## src/hdl/uvs_pkg.sv

```systemverilog
// ----------------------------------------------------------------------------
// uvs_pkg
// Shared widths, constants and types of the uv-sphere vertex and quad generator.
// ----------------------------------------------------------------------------
`default_nettype none

package uvs_pkg;

  // field widths
  localparam int COUNT_W = 10;
  localparam int IDX_W   = 10;
  localparam int TRI_W   = 20;
  localparam int POS_W   = 16;

  // count limits and reset values
  localparam int MAX_DIVISIONS   = 1024;
  localparam int COORD_FRAC_BITS = 14;
  localparam int SECTOR_RESET    = 36;
  localparam int STACK_RESET     = 18;

  // phase and fixed-point format
  localparam int PHASE_W = 32;
  localparam int FRAC_Q  = 30;
  localparam logic [31:0] HALF_PI_Q30 = 32'd1686629713;

  // long division of the phase: two quotient bits per stage
  localparam int DIVIDEND_W = 42;
  localparam int DIV_STAGES = DIVIDEND_W / 2;

  // sine / cosine series
  localparam int N_TERMS   = 8;
  localparam int SC_STAGES = 2 + 3 * N_TERMS + 1;

  // coordinate products and rounding
  localparam int CO_STAGES = 2;

  localparam int PIPE_DEPTH = DIV_STAGES + SC_STAGES + CO_STAGES;

  typedef logic [COUNT_W-1:0] count_t;

  // configuration register indexes
  typedef enum logic [0:0] {
    REG_SECTOR_COUNT = 1'b0,
    REG_STACK_COUNT  = 1'b1
  } cfg_reg_t;

  // index and flag data that rides alongside the math pipeline
  typedef struct packed {
    logic [TRI_W-1:0] a;
    logic [TRI_W-1:0] b;
    logic [TRI_W-1:0] a1;
    logic [TRI_W-1:0] b1;
    logic             vertex_ok;
    logic             quad_ok;
  } side_t;

endpackage

`default_nettype wire

```

## src/hdl/uvs_phase_div.sv

```systemverilog
// ----------------------------------------------------------------------------
// uvs_phase_div
// Pipelined restoring divider giving the sector and stack phase quotients.
// ----------------------------------------------------------------------------
`default_nettype none

module uvs_phase_div import uvs_pkg::*; (
  input  logic               clk,
  input  logic               rst,
  input  logic               en,
  input  logic               in_valid,
  input  logic [IDX_W-1:0]   stack_index,
  input  logic [IDX_W-1:0]   sector_index,
  input  count_t             sectors,
  input  count_t             stacks,
  output logic               out_valid,
  output logic [PHASE_W-1:0] sec_quo,
  output logic [PHASE_W-1:0] stk_quo
);

  // one restoring step: returns quotient bit and new remainder
  function automatic logic [COUNT_W:0] div_step(input count_t r, input logic b,
                                                input count_t d);
    logic [COUNT_W:0] t;
    t = {r, b};
    if (t >= {1'b0, d}) begin
      return {1'b1, COUNT_W'(t - {1'b0, d})};
    end
    return {1'b0, t[COUNT_W-1:0]};
  endfunction

  logic                  v    [DIV_STAGES];
  logic [DIVIDEND_W-1:0] se_n [DIV_STAGES];
  logic [DIVIDEND_W-1:0] st_n [DIV_STAGES];
  count_t                se_r [DIV_STAGES];
  count_t                st_r [DIV_STAGES];
  logic [PHASE_W-1:0]    se_q [DIV_STAGES];
  logic [PHASE_W-1:0]    st_q [DIV_STAGES];

  for (genvar k = 0; k < DIV_STAGES; k++) begin : g_stage
    logic                  v_cur;
    logic [DIVIDEND_W-1:0] se_n_cur, st_n_cur;
    count_t                se_r_cur, st_r_cur;
    logic [PHASE_W-1:0]    se_q_cur, st_q_cur;
    logic [COUNT_W:0]      se_t1, se_t2, st_t1, st_t2;

    // dividends: j * 2^32 + sectors/2 and i * 2^31 + stacks/2
    if (k == 0) begin : g_first
      assign v_cur    = in_valid;
      assign se_n_cur = {sector_index, 32'(sectors >> 1)};
      assign st_n_cur = {1'b0, stack_index, 31'(stacks >> 1)};
      assign se_r_cur = '0;
      assign st_r_cur = '0;
      assign se_q_cur = '0;
      assign st_q_cur = '0;
    end else begin : g_next
      assign v_cur    = v[k-1];
      assign se_n_cur = se_n[k-1];
      assign st_n_cur = st_n[k-1];
      assign se_r_cur = se_r[k-1];
      assign st_r_cur = st_r[k-1];
      assign se_q_cur = se_q[k-1];
      assign st_q_cur = st_q[k-1];
    end

    // two quotient bits per stage
    always_comb begin
      se_t1 = div_step(se_r_cur, se_n_cur[DIVIDEND_W-1], sectors);
      se_t2 = div_step(se_t1[COUNT_W-1:0], se_n_cur[DIVIDEND_W-2], sectors);
      st_t1 = div_step(st_r_cur, st_n_cur[DIVIDEND_W-1], stacks);
      st_t2 = div_step(st_t1[COUNT_W-1:0], st_n_cur[DIVIDEND_W-2], stacks);
    end

    always_ff @(posedge clk) begin
      if (rst) begin
        v[k] <= 1'b0;
      end else if (en) begin
        v[k] <= v_cur;
      end
    end

    always_ff @(posedge clk) begin
      if (en) begin
        se_n[k] <= se_n_cur << 2;
        st_n[k] <= st_n_cur << 2;
        se_r[k] <= se_t2[COUNT_W-1:0];
        st_r[k] <= st_t2[COUNT_W-1:0];
        se_q[k] <= {se_q_cur[PHASE_W-3:0], se_t1[COUNT_W], se_t2[COUNT_W]};
        st_q[k] <= {st_q_cur[PHASE_W-3:0], st_t1[COUNT_W], st_t2[COUNT_W]};
      end
    end
  end

  assign out_valid = v[DIV_STAGES-1];
  assign sec_quo   = se_q[DIV_STAGES-1];
  assign stk_quo   = st_q[DIV_STAGES-1];

endmodule

`default_nettype wire

```

## config.mk

```make
export PLATFORM = sky130hd
export DESIGN_NAME = uvs_phase_div
export DESIGN_NICKNAME = d
export VERILOG_FILES = /design/src/hdl/uvs_pkg.sv /design/src/hdl/uvs_phase_div.sv
export SDC_FILE = /design/constraint.sdc
export NUM_CORES = 2
export LEC_CHECK = 0
export ABC_AREA = 1
export BUFFER_PORTS_ARGS = -buffer_cell sky130_fd_sc_hd__buf_2
export CAP_MARGIN = 30
export CORE_AREA = 2 2 461 577
export CTS_BUF_LIST = sky130_fd_sc_hd__clkbuf_8
export DETAILED_ROUTE_END_ITERATION = 6
export DIE_AREA = 0 0 463 579
export GPL_ROUTABILITY_DRIVEN = 1
export HOLD_SLACK_MARGIN = 0.06
export SLEW_MARGIN = 0
export SYNTH_ARGS = -nofsm -noshare
export SYNTH_HDL_FRONTEND = slang
export SYNTH_SLANG_ARGS = --single-unit
```

## constraint.sdc

```tcl
create_clock -name clk -period 5.55 [get_ports clk]
set_clock_uncertainty 0.2 [all_clocks]
set_input_delay 0.555 -clock clk [delete_from_list [all_inputs] [get_ports clk]]
set_output_delay 0.555 -clock clk [all_outputs]
set_load 0.02 [all_outputs]
```

==> results.toml <==
[status]
status = "complete, no violations"

[clock_network]
cts_setup_buffers = 0
htree_levels = 4
cts-buffers-inserted = 234
insertion_delay_ps = 1030
clockRootBuffer = "clkbuf_8"
clock_path_buffers = 4
cts_tree = "built"
cts.sinks = 1338
clkTransAtPathRegs_ps = 60

[logic_synthesis]
ys_seq_area_share_pct = 45.2
synth_edf_count = 1338
synthDistinctLibCells = 49
yosys_warnings = 0
synth_top_area_cell = "edfxtp_1"
syn_area_per_cell_um2 = 8.57
synth_ff_type = "edfxtp_1"
ys_async_sr_fraction_pct = 0
ys_ff_latch = 1338
synth_area_um2 = 88900
yosys-top-cells-area = "edfxtp_1 45%, nand2_1 15%, ha_1 11%"
syn-instance-count = 10400
synth_top_area_share_pct = 45.2

[global_routing]
grt_pass1_wl_um = 346000
antenna_found_initial = 5
grt_pass1_vias = 68100
met3_usage_pct = 2.11
grtUsageMet2_pct = 28.5
grt_usage_pct = 15.7
gr-usage-met1_pct = 18.8
top_usage_layer = "met2"
grt-ovfl-total = 0
grt_start_max_net_pins = 167

[placement]
gp_congestion = 0.911
dp_hpwl_um = 156000
portBuffers = 108

[setup_path]
ff2ff_setup_slack_ps = 1200
cp.arrival_ps = 5350
critPathMostFrequentCell = "nand2_1"
r2r-end = "se_r[0][36]"
timing.rr.start = "se_r[0][21]"
reg2regPathDepth = 18
path_class = "in2reg"
max_stage_delay_ps = 530
cp-end-kind = "flip-flop"
cp_slowest_cell = "dlygate4sd3_1"
crit_chain = "dlygate4sd3_1, buf_2, inv_2, buf_12, ha_1, or2_2, nand3_1, nand2_1, nand2_1, nand2_1, inv_2, nand2_1, nand2_1, ha_1, a21o_1, a21boi_0, nand4_1, nand2_1, buf_4, nand3_1, nand2_1, nand2_1"
critPathLaunchType = "primary input"
worstPathMaxFanout = 18
cp.required_ps = 6060

[cells_and_area]
area_growth_pct = 12.4
nets = 11700
drive_above_1_share_pct = 7.10

[sta]
fin_crit_ps = 4840
worst-slew-pin-transition_ps = 992
timing_hold_violations_final = 0
relSlewSlack_pct = 33.9
clock.fmax_ghz = 0.207
fin_setup_tns_ps = 0
rsz0062_at_grt = "false"
period_share_pct = 87.2
slew_viol_final = 0
setup_viol = 0

[route]
routed_wl_um = 215000
vias = 69400
vias_per_cell = 4.79
drc = 0
routedWlPerCell_um = 14.8
drtIter0Drc = 3740
ant_nets = 0
dr.pass1.iters = 6

[floorplan]
die-area_um2 = 268000
core_um2 = 263000
fp.dieW_um = 463
die-height_um = 579
start_util_pct = 33.8
rows = 211
ios = 109

[flow_run]
maxCapViolCount = 0

[min_path]
holdPathStages = 0
hold_class = "reg2reg"
hold_path.startpoint = "st_q[2][83]"
min_to = "st_q[2][117]"
[synth_stat cells, drive strengths merged (93+ instances only)]
library cell and instances:
o21ai 313, a21oi 443, edfxtp 1338, nor2 702, ha 803, buf 125
nand4 204, nand2 3456, inv 1113, or2 93, nand3 865, xor2 251
xnor2 228
[metal layers]
metal / wire, µm / part of all wire, %
met1: 92300 / 43
met2: 106000 / 49
met3: 8570 / 4.0
met4: 7790 / 3.6
met5: 0 / 0
[sequential cells by signal, indices dropped and copies added (netlist names)]
register / cells
st_n: 189
se_r: 200
se_q: 272
se_n: 184
st_q: 272
v: 21
st_r: 200
[cells in the final DEF, fill, tap and decap left out, types with 10 or more instances in the layout]
| master | netlist | final |
|---|---|---|
| nand4_1 | 202 | 202 |
| a21o_1 | 55 | 55 |
| o21ai_0 | 292 | 292 |
| nand3_1 | 847 | 847 |
| inv_2 | 18 | 32 |
| xor2_1 | 251 | 251 |
| inv_1 | 1095 | 1131 |
| nand3b_1 | 72 | 72 |
| nand3_2 | 18 | 18 |
| nor3b_1 | 12 | 12 |
| o21ai_1 | 16 | 16 |
| buf_4 | 32 | 150 |
| nand2_1 | 3441 | 3441 |
| bufinv_16 | 0 | 19 |
| nor2_1 | 684 | 684 |
| a31oi_1 | 42 | 42 |
| o211ai_1 | 13 | 13 |
| a21boi_0 | 15 | 15 |
| a21oi_1 | 441 | 441 |
| buf_12 | 0 | 35 |
| o21a_1 | 15 | 15 |
| ha_1 | 803 | 803 |
| o21bai_1 | 41 | 41 |
| nor3_1 | 58 | 58 |
| clkbuf_8 | 0 | 235 |
| buf_2 | 79 | 105 |
| fa_1 | 59 | 59 |
| clkinv_2 | 0 | 40 |
| dlygate4sd3_1 | 0 | 59 |
| nor2_4 | 10 | 10 |
| nand2_2 | 14 | 14 |
| xnor2_1 | 228 | 228 |
| clkinv_1 | 0 | 53 |
| edfxtp_1 | 1338 | 1338 |
| or2_2 | 85 | 85 |
[worst max-delay path: cells and delay by family]
kind / cells / cell delay, ps
AO/OA/AOI/OAI: 2 / 510
buffers and inverters: 6 / 1720
AND/OR/NAND/NOR: 12 / 1930
adder cells (fa/ha/maj): 2 / 580
[what timing repair did]
action | 4_1_cts | 5_1_grt
endpoints found under the setup margin | 0 | 0
hold endpoints to repair | 101 | 0
gates resized for setup | 0 | 0
hold buffers | 59 | 0
[worst max-delay path by stage]
stage,from,end,slack (ps),depth (start not counted)
final,sectors[2],se_r[0][36],710,22
after floorplan,stacks[1],st_r[2][5],380,22
after detailed placement,sectors[2],se_r[0][36],270,21
after global routing,sectors[2],se_r[0][36],380,22
after global placement,sectors[2],se_r[0][38],230,21
after CTS,sectors[2],se_r[0][36],780,22
[kinds of logic (layout without fill, tap and decap cells)]
logic type               count (synthesis)  count (layout)  share of synthesized area, %
adder cells (fa/ha/maj)                862             862                          12.6
buffers and inverters                 1271            1875                          5.72
flip-flops                            1338            1338                          45.2
XOR/XNOR                               479             479                          4.72
other                                    1              10                       0.00422
AO/OA/AOI/OAI                          942             942                          5.80
AND/OR/NAND/NOR                       5477            5477                          25.9
[metrics by stage]
stage | hold slack (ps) | util, % | cell area, µm² | worst slack (ps) | std cells
floorplan | 200 | - | 88900 | 382 | 10400
global placement | 200 | 36.0 | 94800 | 235 | 14000
detailed placement | 205 | 36.0 | 94800 | 273 | 14000
CTS | 63.8 | 37.9 | 99900 | 780 | 14500
global route | 91.0 | 37.9 | 99900 | 381 | 14500
finish | 118 | 38.0 | 99900 | 709 | 14500
[final cells by class]
cell class | count | area, µm²
sequential | 1338 | 40200
antenna | 6 | 15.0
timing repair buffer | 349 | 2940
multi-input combinational | 7764 | 43700
tap | 3514 | 4400
clock buffer | 235 | 3230
fill | 26800 | 163000
inverter | 1113 | 4180
clock inverter | 178 | 1290
Power is left out: the tool's default activity adds up to more than one toggle a clock period on the data nets, which glitch-free logic cannot reach.
